[src/hdl/hrrn_pkg.sv]
// Shared types and constants of the response-ratio entry selector.
package hrrn_pkg;

    // Round capacity and derived widths
    localparam int MAX_READY = 64;
    localparam int COUNT_W   = $clog2(MAX_READY + 1);
    localparam int INDEX_W   = 6;

    // Field widths
    localparam int TIME_W  = 32;
    localparam int ALPHA_W = 9;
    localparam int EST_W   = 41;

    // Q1.8 unity weight
    localparam logic [ALPHA_W-1:0] Q8_ONE = 9'd256;

    // Serial step counts: one alpha bit per step, one wait bit per step
    localparam int EST_STEPS  = ALPHA_W;
    localparam int EST_CNT_W  = $clog2(EST_STEPS + 1);
    localparam int CMP_STEPS  = TIME_W;
    localparam int CMP_CNT_W  = $clog2(CMP_STEPS + 1);
    localparam int CMP_ACC_W  = TIME_W + EST_W + 2;
    localparam int TERM_W     = EST_W + 1;

    typedef struct packed {
        logic [TIME_W-1:0] arrival_ms;
        logic [TIME_W-1:0] now_ms;
        logic [TIME_W-1:0] prev_estimate_ms;
        logic [TIME_W-1:0] prev_burst_ms;
        logic              last_entry;
    } in_t;

    typedef struct packed {
        logic [INDEX_W-1:0] chosen_index;
        logic               overflowed;
    } out_t;

    // Estimate unit request and response
    typedef struct packed {
        logic               start;
        logic [ALPHA_W-1:0] alpha;
        logic [TIME_W-1:0]  prev_est;
        logic [TIME_W-1:0]  prev_burst;
    } est_req_t;

    typedef struct packed {
        logic             done;
        logic [EST_W-1:0] est;
    } est_rsp_t;

    // Ratio compare request and response
    typedef struct packed {
        logic              start;
        logic [TIME_W-1:0] cw;
        logic [EST_W-1:0]  ce;
        logic [TIME_W-1:0] bw;
        logic [EST_W-1:0]  be;
    } cmp_req_t;

    typedef struct packed {
        logic done;
        logic not_less;
    } cmp_rsp_t;

endpackage

[src/hdl/hrrn_est_serial.sv]
// Bit-serial exponential average: prev_est*a + prev_burst*(256-a), MSB first.
module hrrn_est_serial (
    input  logic               aclk,
    input  logic               aresetn,
    input  hrrn_pkg::est_req_t req,
    output hrrn_pkg::est_rsp_t rsp
);

    logic                                busy_reg;
    logic                                done_reg;
    logic [hrrn_pkg::EST_CNT_W-1:0]      cnt_reg;
    logic [hrrn_pkg::ALPHA_W-1:0]        a_sh_reg;
    logic [hrrn_pkg::ALPHA_W-1:0]        b_sh_reg;
    logic [hrrn_pkg::TIME_W-1:0]         pe_reg;
    logic [hrrn_pkg::TIME_W-1:0]         pb_reg;
    logic [hrrn_pkg::TIME_W:0]           sum_reg;
    logic [hrrn_pkg::EST_W-1:0]          acc_reg;
    logic [hrrn_pkg::EST_W-1:0]          acc_next;
    logic [hrrn_pkg::ALPHA_W-1:0]        a_eff;
    logic [hrrn_pkg::ALPHA_W-1:0]        b_eff;
    logic [hrrn_pkg::TIME_W:0]           sel;

    // Alpha above one is used as one
    always_comb begin
        a_eff = (req.alpha > hrrn_pkg::Q8_ONE) ? hrrn_pkg::Q8_ONE : req.alpha;
        b_eff = hrrn_pkg::Q8_ONE - a_eff;
    end

    // Pick the addend for the current weight bits
    always_comb begin
        case ({a_sh_reg[hrrn_pkg::ALPHA_W-1], b_sh_reg[hrrn_pkg::ALPHA_W-1]})
            2'b10:   sel = {1'b0, pe_reg};
            2'b01:   sel = {1'b0, pb_reg};
            2'b11:   sel = sum_reg;
            default: sel = '0;
        endcase
        acc_next = {acc_reg[hrrn_pkg::EST_W-2:0], 1'b0}
                   + hrrn_pkg::EST_W'(sel);
    end

    // Step control
    always_ff @(posedge aclk) begin
        if (!aresetn) begin
            busy_reg <= 1'b0;
            done_reg <= 1'b0;
            cnt_reg  <= '0;
        end else begin
            done_reg <= 1'b0;
            if (req.start) begin
                busy_reg <= 1'b1;
                cnt_reg  <= hrrn_pkg::EST_CNT_W'(hrrn_pkg::EST_STEPS);
            end else if (busy_reg) begin
                cnt_reg <= cnt_reg - 1'b1;
                if (cnt_reg == hrrn_pkg::EST_CNT_W'(1)) begin
                    busy_reg <= 1'b0;
                    done_reg <= 1'b1;
                end
            end
        end
    end

    // Datapath: shift weights, accumulate
    always_ff @(posedge aclk) begin
        if (req.start) begin
            a_sh_reg <= a_eff;
            b_sh_reg <= b_eff;
            pe_reg   <= req.prev_est;
            pb_reg   <= req.prev_burst;
            sum_reg  <= {1'b0, req.prev_est} + {1'b0, req.prev_burst};
            acc_reg  <= '0;
        end else if (busy_reg) begin
            a_sh_reg <= {a_sh_reg[hrrn_pkg::ALPHA_W-2:0], 1'b0};
            b_sh_reg <= {b_sh_reg[hrrn_pkg::ALPHA_W-2:0], 1'b0};
            acc_reg  <= acc_next;
        end
    end

    assign rsp.done = done_reg;
    assign rsp.est  = acc_reg;

endmodule

[src/hdl/hrrn_ratio_cmp.sv]
// Bit-serial cross-multiply compare: sign of cw*be - bw*ce, MSB first over the waits.
module hrrn_ratio_cmp (
    input  logic               aclk,
    input  logic               aresetn,
    input  hrrn_pkg::cmp_req_t req,
    output hrrn_pkg::cmp_rsp_t rsp
);

    logic                                busy_reg;
    logic                                done_reg;
    logic [hrrn_pkg::CMP_CNT_W-1:0]      cnt_reg;
    logic [hrrn_pkg::TIME_W-1:0]         cw_sh_reg;
    logic [hrrn_pkg::TIME_W-1:0]         bw_sh_reg;
    logic signed [hrrn_pkg::TERM_W-1:0]  be_reg;
    logic signed [hrrn_pkg::TERM_W-1:0]  nce_reg;
    logic signed [hrrn_pkg::TERM_W-1:0]  diff_reg;
    logic signed [hrrn_pkg::CMP_ACC_W-1:0] acc_reg;
    logic signed [hrrn_pkg::CMP_ACC_W-1:0] acc_next;
    logic signed [hrrn_pkg::TERM_W-1:0]  term;
    logic signed [hrrn_pkg::TERM_W-1:0]  be_ext;
    logic signed [hrrn_pkg::TERM_W-1:0]  ce_ext;

    assign be_ext = {1'b0, req.be};
    assign ce_ext = {1'b0, req.ce};

    // Per-bit term: +be for a candidate wait bit, -ce for a best wait bit
    always_comb begin
        case ({cw_sh_reg[hrrn_pkg::TIME_W-1], bw_sh_reg[hrrn_pkg::TIME_W-1]})
            2'b10:   term = be_reg;
            2'b01:   term = nce_reg;
            2'b11:   term = diff_reg;
            default: term = '0;
        endcase
        acc_next = {acc_reg[hrrn_pkg::CMP_ACC_W-2:0], 1'b0}
                   + hrrn_pkg::CMP_ACC_W'(term);
    end

    // Step control
    always_ff @(posedge aclk) begin
        if (!aresetn) begin
            busy_reg <= 1'b0;
            done_reg <= 1'b0;
            cnt_reg  <= '0;
        end else begin
            done_reg <= 1'b0;
            if (req.start) begin
                busy_reg <= 1'b1;
                cnt_reg  <= hrrn_pkg::CMP_CNT_W'(hrrn_pkg::CMP_STEPS);
            end else if (busy_reg) begin
                cnt_reg <= cnt_reg - 1'b1;
                if (cnt_reg == hrrn_pkg::CMP_CNT_W'(1)) begin
                    busy_reg <= 1'b0;
                    done_reg <= 1'b1;
                end
            end
        end
    end

    // Datapath
    always_ff @(posedge aclk) begin
        if (req.start) begin
            cw_sh_reg <= req.cw;
            bw_sh_reg <= req.bw;
            be_reg    <= be_ext;
            nce_reg   <= -ce_ext;
            diff_reg  <= be_ext - ce_ext;
            acc_reg   <= '0;
        end else if (busy_reg) begin
            cw_sh_reg <= {cw_sh_reg[hrrn_pkg::TIME_W-2:0], 1'b0};
            bw_sh_reg <= {bw_sh_reg[hrrn_pkg::TIME_W-2:0], 1'b0};
            acc_reg   <= acc_next;
        end
    end

    // Not less when the difference is non-negative
    assign rsp.done     = done_reg;
    assign rsp.not_less = ~acc_reg[hrrn_pkg::CMP_ACC_W-1];

endmodule

[src/hdl/hrrn_ready_entry_selector.sv]
// Top level: highest-response-ratio selector over a streamed round of ready entries.
// Flow: one entry at a time; each entry's time is set by the bit-serial
//   compare (32 steps, one wait bit each) after the 9-step serial estimate; the first
//   entry of a round skips the compare, and an entry past capacity skips both units.
// Output: the result is registered on m_data from the finish state after the last entry's work ends;
//   a pending result is held until taken, stalling the input.
// Reset (aresetn, synchronous, active low): round state cleared, alpha_reg set to 128.
module hrrn_ready_entry_selector (
    input  logic                            aclk,
    input  logic                            aresetn,
    input  logic                            s_valid,
    output logic                            s_ready,
    input  hrrn_pkg::in_t                   s_data,
    output logic                            m_valid,
    input  logic                            m_ready,
    output hrrn_pkg::out_t                  m_data,
    input  logic                            cfg_wr_en,
    input  logic [hrrn_pkg::ALPHA_W-1:0]    cfg_wr_data
);

    typedef enum logic [1:0] {
        S_IDLE,
        S_EST,
        S_CMP,
        S_FIN
    } state_t;

    state_t                           state_reg;
    logic [hrrn_pkg::ALPHA_W-1:0]     alpha_reg;
    logic [hrrn_pkg::TIME_W-1:0]      best_wait_reg;
    logic [hrrn_pkg::EST_W-1:0]       best_est_reg;
    logic [hrrn_pkg::INDEX_W-1:0]     best_pos_reg;
    logic [hrrn_pkg::COUNT_W-1:0]     count_reg;
    logic                             overflow_reg;
    logic [hrrn_pkg::TIME_W-1:0]      cand_wait_reg;
    logic [hrrn_pkg::EST_W-1:0]       cand_est_reg;
    logic                             last_reg;
    logic                             m_valid_reg;
    hrrn_pkg::out_t                   m_data_reg;

    logic                             s_fire;
    logic                             has_room;
    logic                             emit;
    logic [hrrn_pkg::TIME_W-1:0]      wait_in;
    logic [hrrn_pkg::EST_W-1:0]       est_fix;
    logic [hrrn_pkg::INDEX_W-1:0]     pos_now;
    hrrn_pkg::est_req_t               est_req;
    hrrn_pkg::est_rsp_t               est_rsp;
    hrrn_pkg::cmp_req_t               cmp_req;
    hrrn_pkg::cmp_rsp_t               cmp_rsp;

    assign s_ready  = (state_reg == S_IDLE);
    assign s_fire   = s_valid && s_ready;
    assign has_room = (count_reg < hrrn_pkg::COUNT_W'(hrrn_pkg::MAX_READY));
    assign pos_now  = hrrn_pkg::INDEX_W'(count_reg);

    // Result load: last entry finished and the output register is free
    assign emit = (state_reg == S_FIN) && last_reg && (!m_valid_reg || m_ready);

    // Wait clamped at zero when now is before arrival
    assign wait_in = (s_data.now_ms > s_data.arrival_ms)
                   ? (s_data.now_ms - s_data.arrival_ms) : '0;

    // Zero wait over zero estimate counts as ratio zero (estimate taken as one)
    assign est_fix = ((est_rsp.est == '0) && (cand_wait_reg == '0))
                   ? hrrn_pkg::EST_W'(1) : est_rsp.est;

    // Estimate unit launch
    always_comb begin
        est_req.start      = s_fire && has_room;
        est_req.alpha      = alpha_reg;
        est_req.prev_est   = s_data.prev_estimate_ms;
        est_req.prev_burst = s_data.prev_burst_ms;
    end

    // Compare launch once the estimate is in and a best entry exists
    always_comb begin
        cmp_req.start = (state_reg == S_EST) && est_rsp.done && (count_reg != '0);
        cmp_req.cw    = cand_wait_reg;
        cmp_req.ce    = est_fix;
        cmp_req.bw    = best_wait_reg;
        cmp_req.be    = best_est_reg;
    end

    hrrn_est_serial u_est (
        .aclk    (aclk),
        .aresetn (aresetn),
        .req     (est_req),
        .rsp     (est_rsp)
    );

    hrrn_ratio_cmp u_cmp (
        .aclk    (aclk),
        .aresetn (aresetn),
        .req     (cmp_req),
        .rsp     (cmp_rsp)
    );

    // Control, round state and output register
    always_ff @(posedge aclk) begin
        if (!aresetn) begin
            state_reg     <= S_IDLE;
            alpha_reg     <= 9'd128;
            best_wait_reg <= '0;
            best_est_reg  <= '0;
            best_pos_reg  <= '0;
            count_reg     <= '0;
            overflow_reg  <= 1'b0;
            m_valid_reg   <= 1'b0;
        end else begin
            if (cfg_wr_en) begin
                alpha_reg <= cfg_wr_data;
            end
            if (emit) begin
                m_valid_reg <= 1'b1;
            end else if (m_ready) begin
                m_valid_reg <= 1'b0;
            end
            unique case (state_reg)
                S_IDLE: begin
                    if (s_fire) begin
                        cand_wait_reg <= wait_in;
                        last_reg      <= s_data.last_entry;
                        if (has_room) begin
                            state_reg <= S_EST;
                        end else begin
                            overflow_reg <= 1'b1;
                            state_reg    <= S_FIN;
                        end
                    end
                end
                S_EST: begin
                    if (est_rsp.done) begin
                        if (count_reg == '0) begin
                            best_wait_reg <= cand_wait_reg;
                            best_est_reg  <= est_fix;
                            best_pos_reg  <= pos_now;
                            count_reg     <= count_reg + 1'b1;
                            state_reg     <= S_FIN;
                        end else begin
                            cand_est_reg <= est_fix;
                            state_reg    <= S_CMP;
                        end
                    end
                end
                S_CMP: begin
                    if (cmp_rsp.done) begin
                        if (cmp_rsp.not_less) begin
                            best_wait_reg <= cand_wait_reg;
                            best_est_reg  <= cand_est_reg;
                            best_pos_reg  <= pos_now;
                        end
                        count_reg <= count_reg + 1'b1;
                        state_reg <= S_FIN;
                    end
                end
                S_FIN: begin
                    if (!last_reg) begin
                        state_reg <= S_IDLE;
                    end else if (emit) begin
                        m_data_reg.chosen_index <= best_pos_reg;
                        m_data_reg.overflowed   <= overflow_reg;
                        best_wait_reg <= '0;
                        best_est_reg  <= '0;
                        best_pos_reg  <= '0;
                        count_reg     <= '0;
                        overflow_reg  <= 1'b0;
                        state_reg     <= S_IDLE;
                    end
                end
                default: state_reg <= S_IDLE;
            endcase
        end
    end

    assign m_valid = m_valid_reg;
    assign m_data  = m_data_reg;

    // Unit responses only arrive in the state waiting on them
    a_est_done_state: assert property (@(posedge aclk) disable iff (!aresetn)
        est_rsp.done |-> (state_reg == S_EST))
        else $error("estimate done outside estimate state");

    a_cmp_done_state: assert property (@(posedge aclk) disable iff (!aresetn)
        cmp_rsp.done |-> (state_reg == S_CMP))
        else $error("compare done outside compare state");

    // Overflow only once the round is full
    a_overflow_full: assert property (@(posedge aclk) disable iff (!aresetn)
        overflow_reg |-> (count_reg == hrrn_pkg::COUNT_W'(hrrn_pkg::MAX_READY)))
        else $error("overflow flagged before round is full");

    // An accepted transaction always leaves idle
    a_accept_busy: assert property (@(posedge aclk) disable iff (!aresetn)
        s_fire |=> (state_reg != S_IDLE))
        else $error("accepted transaction not processed");

endmodule
[config.mk]
export PLATFORM = sky130hd
export DESIGN_NAME = hrrn_ready_entry_selector
export DESIGN_NICKNAME = d
export VERILOG_FILES = /design/src/hdl/hrrn_pkg.sv /design/src/hdl/hrrn_est_serial.sv /design/src/hdl/hrrn_ratio_cmp.sv /design/src/hdl/hrrn_ready_entry_selector.sv
export SDC_FILE = /design/constraint.sdc
export NUM_CORES = 1
export LEC_CHECK = 0
export ABC_AREA = 1
export BUFFER_PORTS_ARGS = -buffer_cell sky130_fd_sc_hd__buf_2
export CAP_MARGIN = 20
export CORE_MARGIN = 4
export CORE_UTILIZATION = 35
export CTS_BUF_LIST = sky130_fd_sc_hd__clkbuf_2 sky130_fd_sc_hd__clkbuf_4 sky130_fd_sc_hd__clkbuf_8
export DETAILED_ROUTE_END_ITERATION = 10
export GPL_ROUTABILITY_DRIVEN = 0
export PLACE_DENSITY = 0.56
export SYNTH_ARGS = -nofsm -noshare
export SYNTH_HDL_FRONTEND = slang
export SYNTH_SLANG_ARGS = --single-unit
export TNS_END_PERCENT = 5
[constraint.sdc]
create_clock -name aclk -period 6.7 [get_ports aclk]
set_clock_uncertainty 0.1 [all_clocks]
set_input_delay 0.67 -clock aclk [delete_from_list [all_inputs] [get_ports aclk]]
set_output_delay 0.67 -clock aclk [all_outputs]
set_load 0.02 [all_outputs]
==> results of run 1 <==
[layer usage]
metal  GRT usage (%)  part of all wire [%]  vias up
met1            28.1                    45    16628
met5               0                     0        -
met4            9.05                   4.4        0
li1                -                     -    18097
met3            2.49                   5.5      282
met2            33.3                    45     1166
[worst register-to-register path, stage by stage, from the launching register on]
cell and delay, ps:
dfxtp_1 420, inv_1 290, nand3_1 420, nor3_1 360, nand3_1 130, nand2_1 230
ha_1 200, inv_1 80, nand3_1 80, nand2_1 190, nand3_1 130, nand2_1 220
a21boi_2 310, o21ai_0 240, a21oi_1 320, inv_1 80, a21oi_1 230
[Yosys cell counts, types with 3 or more instances]
| library cell | n | area share (%) |
|---|---|---|
| nand2_1 | 1544 | 15 |
| inv_1 | 759 | 7.2 |
| nor2_1 | 633 | 6.0 |
| a21oi_1 | 432 | 5.5 |
| edfxtp_1 | 384 | 29 |
| nand3_1 | 330 | 4.2 |
| o21ai_0 | 266 | 3.4 |
| dfxtp_1 | 229 | 12 |
| ha_1 | 222 | 7.1 |
| xor2_1 | 136 | 3.0 |
| clkbuf_1 | 126 | 1.2 |
| nor3_1 | 60 | 0.76 |
| xnor2_1 | 35 | 0.78 |
| nand4_1 | 28 | 0.44 |
| nor4_1 | 26 | 0.41 |
| o21bai_1 | 26 | 0.50 |
| a21o_1 | 25 | 0.48 |
| a31oi_1 | 25 | 0.40 |
| buf_2 | 20 | 0.25 |
| o211ai_1 | 15 | 0.29 |
| buf_1 | 11 | 0.10 |
| o21a_1 | 11 | 0.21 |
| o22ai_1 | 10 | 0.16 |
| a21boi_0 | 9 | 0.17 |
| or2_2 | 9 | 0.14 |
| a22oi_1 | 7 | 0.13 |
| a211oi_1 | 6 | 0.11 |
| buf_6 | 6 | 0.17 |
| and3_1 | 5 | 0.079 |
| clkbuf_2 | 5 | 0.064 |
| fa_1 | 5 | 0.25 |
| inv_2 | 5 | 0.048 |
| nor2_2 | 5 | 0.079 |
| o21ai_1 | 5 | 0.064 |
| nor3_2 | 4 | 0.10 |
| and2_1 | 3 | 0.048 |
| nand2_2 | 3 | 0.048 |
| o221ai_1 | 3 | 0.067 |
[timing repair]
action | 4_1_cts | 5_1_grt
hold buffers | 70 | 0
hold endpoints to repair | 70 | 0
gates resized for setup | 0 | 0
[layout make-up]
class	count	area, um^2	share of cell area (%)
well taps	1488	1860	4.16
inverters	766	2880	6.44
repair buffers	245	1650	3.69
diodes	5	12.5	0.0280
flip-flops and latches	613	16100	36.0
clock inverters	56	539	1.21
multi-input cells	3904	19700	44.1
clock buffers	152	1930	4.31
[power groups by stage]
stage               Sequential (uW)  Clock [uW]  Combinational [uW]
finish                         5850        3930                9650
global route                   5930        4220               10800
CTS                            5840        4040                9550
detailed placement             5910           0                9480
global placement               5900           0                9430
floorplan                      5600           0                6930
[cells by family after synthesis]
kind of cell	count (synthesis)	share of synthesized area, %
buffers and inverters	934	9.09
AND/OR/NAND/NOR	2655	27.2
flip-flops	613	40.9
XOR/XNOR	171	3.80
adder cells (fa/ha/maj)	227	7.31
AO/OA/AOI/OAI	851	11.7
[path summary, 6_finish.rpt]
kind	from	to	slack [ps]	depth (start not counted)
setup / recovery	u_est.acc_reg[37]	u_cmp.diff_reg[41]	2460	16
hold / removal	cfg_wr_data[2]	alpha_reg[2]	90	3
hold reg to reg	overflow_reg	m_data[0]	330	0
setup reg to reg	u_est.acc_reg[37]	u_cmp.diff_reg[41]	2460	16
[metrics by stage]
stage               utilization (%)  std cells  power, uW
finish                         40.2       7229      19400
global route                   40.2       7229      20900
CTS                            40.2       7224      19400
detailed placement             37.3       6946      15400
global placement               37.3       6946      15300
floorplan                         -       5451      12500
==> out/metrics.cfg, run 1 <==
[run_status]
status = complete, but fails checks
violations = DRC

[final_layout]
fin_nets = 6010
area_growth_pct = 13.6
fillCellCount = 11427
mostFrequentLayoutCell = nand2_1
final_cell_mix = 1542 x nand2_1, 758 x inv_1, 627 x nor2_1
drive_gt1_share_pct = 7.22
largest_register_ff_count = 75
design_area_um2 = 44700

[clock_tree]
htreeDepth = 3
path_clk_slew_ps = 70
cts_buffers = 110
clk_path_buf_depth = 3
cts_setup_buffers = 0
cts_num_sinks = 613
clkLatencyLatePin_ps = 770
cts_tree = built
cts_root_buf = clkbuf_8

[grt]
grt_pass1_vias = 34793
antenna_found_initial = 4
grt_first_pass_wirelength_um = 193000
grt_max_degree = 127
grt_use_total_pct = 20.7
overflow = 0

[die]
num_io_pins = 152
die_h_um = 343
coreArea_um2 = 111000
fp-row-count = 122
die_x_um = 343
dieArea_um2 = 118000
start_util_pct = 35.4

[drt]
drt_iter0_markers = 2600
routedWlPerCell_um = 17.2
vias = 36173
drc = 1
drt_pass1_iterations = 11
ant_nets = 0
drt_wl_total_um = 124000
viasPerCell = 5.00

[worst_setup_path]
worst-setup-path-type = flip-flop to flip-flop
slowest_delay_ps = 420
required_ps = 7160
cp_common_cell = nand3_1
cp_max_fo = 8
cp-start-kind = flip-flop
arrival_ps = 4700
path_cells = inv_1 > nand3_1 > nor3_1 > nand3_1 > nand2_1 > ha_1 > inv_1 > nand3_1 > nand2_1 > nand3_1 > nand2_1 > a21boi_2 > o21ai_0 > a21oi_1 > inv_1 > a21oi_1
crit_path_end_kind = flip-flop
critPathTopFamily = simple AND/OR/NAND/NOR gates
path_buf_inv = 3
critical_path.slowest_cell = dfxtp_1

[power_and_ir_drop]
pwr-share-seq_pct = 30.1
peakVddDrop_mv = 0.296
swShare_pct = 46.5
cell_internal_pwr_uw = 10400
p_leak_uw = 0.0204
clkPwrFrac_pct = 20.2
p_switching_uw = 9040
combPwrFrac_pct = 49.7
p_per_area_nw_per_um2 = 434

[sta]
rsz0062_at_grt = no
tightest_slew_ps = 1110
whs_ps = 88.9
min_period_ps = 4240
fin_setup_tns_ps = 0
period_share_pct = 63.3
hold_viol = 0
final-setup-viol-count = 0
fin_ws_ps = 2460
maxSlewHeadroom_pct = 25.0
max_freq_ghz = 0.236
drv_slew = 0

[logic_synthesis]
syn_inst = 5451
synth.cell_area_um2 = 39400
ys.flop_type = edfxtp_1
yosys_warnings = 0
syn-num-nets = 5821
yosysSeqAreaShare_pct = 40.9
synth_cell_types = 53
synth_seq_cells = 613
synth_edf_count = 384
synth-async-reset-ratio_pct = 0
synth.avg_cell_area_um2 = 7.23

[placed_design]
dp_hpwl_um = 94500
place_ws_ps = 2630
placed_cell_area_um2 = 41500
port_buffers = 151

[run]
maxCapViolCount = 0

[min_path]
hp-class = input pin to flip-flop

No activity file was read; power rests on OpenSTA's default activity.
==> inputs of run 2 (changes only) <==
clock period = 4.2 ns   (was 6.7 ns; I/O delays follow)
==> run 2 against run 1 <==
The flow now finishes without violations. Worst hold slack improved by 9.9 ps. Clock power up 62%. Power rose by 61%. Fmax increased by 10%. Die area is the same. Critical path depth is the same. Largest cell class unchanged. Combinational power is 63% higher. Sequential cell count unchanged. Largest power group unchanged. Critical path type unchanged. Setup slack got worse by 2100 ps. Utilization is 0.48 points higher.
==> out/metrics.cfg, run 2 (synthesized netlist as in run 1, its figures left out) <==
[run_status]
status = finished clean

[sta]
maxSlewHeadroom_pct = 29.8  ; +4.8 points
rsz0062_at_grt = no
drv_slew = 0  ; unchanged
period_share_pct = 91.8  ; +28 points
min_period_ps = 3850  ; -387 ps
final-setup-viol-count = 0  ; unchanged
hold_viol = 0  ; unchanged
fin_ws_ps = 346  ; -2110 ps
max_freq_ghz = 0.259  ; +10%
whs_ps = 98.8  ; +9.93 ps
tightest_slew_ps = 1040  ; -71.4 ps

[min_path]
hp-class = input pin to flip-flop

[final_layout]
fin_nets = 6060  ; +0.83%
area_growth_pct = 14.9
final_cell_mix = 1542 x nand2_1, 759 x inv_1, 627 x nor2_1
fillCellCount = 11616  ; +1.7%
mostFrequentLayoutCell = nand2_1
drive_gt1_share_pct = 7.64  ; +0.43 points
largest_register_ff_count = 75  ; unchanged

[die]
start_util_pct = 35.4  ; unchanged
dieArea_um2 = 118000  ; unchanged
die_h_um = 343  ; unchanged
num_io_pins = 152  ; unchanged
die_x_um = 343  ; unchanged
coreArea_um2 = 111000  ; unchanged
fp-row-count = 122  ; unchanged

[clock_tree]
htreeDepth = 3  ; unchanged
clkLatencyLatePin_ps = 810  ; +40 ps
post_cts_resized = 0  ; unchanged
cts_hold_buf = 87  ; +24%
cts_root_buf = clkbuf_8
cts_setup_buffers = 0  ; unchanged
path_clk_slew_ps = 60  ; about the same
cts_num_sinks = 613  ; unchanged
clk_path_buf_depth = 3  ; unchanged
cts_buffers = 109  ; -0.91%
cts_tree = built

[drt]
drt_iter0_markers = 2619  ; +0.73%
drc = 0  ; -1
routedWlPerCell_um = 17.1  ; -0.32%
viasPerCell = 4.99  ; -0.20%
drt_pass1_iterations = 5  ; -6
ant_nets = 0  ; unchanged
drt_wl_total_um = 125000  ; +0.26%
vias = 36309  ; +0.38%

[power_and_ir_drop]
cell_internal_pwr_uw = 16800  ; +62%
p_per_area_nw_per_um2 = 689  ; +59%
p_switching_uw = 14400  ; +59%
swShare_pct = 46.1  ; -0.39 points
combPwrFrac_pct = 50.4  ; +0.7 points
clkPwrFrac_pct = 20.3  ; about the same
p_leak_uw = 0.0207  ; +1.5%
peakVddDrop_mv = 0.352  ; +19%
pwr-share-seq_pct = 29.2  ; -0.9 points

[worst_setup_path]
arrival_ps = 4310  ; -390 ps
crit_path_end_kind = flip-flop
required_ps = 4660  ; -2500 ps
worst-setup-path-type = flip-flop to flip-flop
cp_max_fo = 8  ; unchanged
cp-start-kind = flip-flop

[grt]
grt_max_degree = 108  ; -15%
antenna_found_initial = 3  ; -1
grt_use_total_pct = 20.8  ; +0.052 points
overflow = 0  ; unchanged
grt_pass1_vias = 34951  ; +0.45%
grt_first_pass_wirelength_um = 194000  ; +0.38%

[placed_design]
port_buffers = 151  ; unchanged
place_ws_ps = 383  ; -2250 ps
dp_hpwl_um = 95100  ; +0.64%

[run]
maxCapViolCount = 0  ; unchanged

run 2: critical path, stage by stage (launching register included):
cell	delay, ps
dfxtp_1	510
inv_1	180
nand3_1	250
nor3_1	90
nand3_1	150
nand2_1	130
buf_4	200
inv_2	140
ha_1	220
nand3_1	190
nor3_2	210
inv_1	100
nor2_2	140
nand3_1	190
nor2_1	370
nand4_1	210
xor2_1	190
run 2: power groups by stage:
| stage | Clock, uW | Sequential [uW] | Combinational, uW |
|---|---|---|---|
| 2_1_floorplan | 0 | 8930 | 11100 |
| 3_3_place_gp | 0 | 9210 | 15300 |
| 3_5_place_dp | 0 | 9230 | 15400 |
| 4_1_cts | 6510 | 9110 | 15600 |
| 5_1_grt | 6780 | 9240 | 17600 |
| 6_report | 6350 | 9110 | 15700 |
run 2: worst paths after layout:
check                                  startpoint                end  slack (ps)  depth (start not counted)
worst min-delay path                    cfg_wr_en       alpha_reg[2]         100                          3
worst max register to register  u_est.acc_reg[37]  u_cmp.nce_reg[36]         350                         16
worst max-delay path            u_est.acc_reg[37]  u_cmp.nce_reg[36]         350                         16
worst min register to register       overflow_reg          m_data[0]         340                          0
run 2: area by class of cell:
cell class | count | area (um^2) | share of cell area (%)
Timing Repair Buffer | 296 | 2190 | 4.85
Sequential cell | 613 | 16100 | 35.6
Inverter | 766 | 2880 | 6.37
Tap cell | 1488 | 1860 | 4.11
Multi-Input combinational cell | 3904 | 19700 | 43.6
Antenna cell | 1 | 2.50 | 0.00553
Clock inverter | 54 | 577 | 1.27
Clock buffer | 149 | 1890 | 4.18
run 2: per-layer routing:
layer	vias to the layer above	wire length [um]	global-route usage, %
met5	-	0	0
met4	0	4790	7.64
met3	266	6380	2.68
met2	1066	56900	34.2
met1	16798	56500	27.9
li1	18179	-	-
run 2: through the flow:
stage,TNS [ps],instance area (um^2),power (uW),std cells,util [%]
floorplan,-55620,39400,20000,5451,-
detailed placement,0,41900,24700,6979,37.6
global route,0,45300,33600,7271,40.7
global placement,0,41900,24500,6979,37.6
finish,0,45300,31200,7271,40.7
CTS,0,45200,31200,7269,40.6
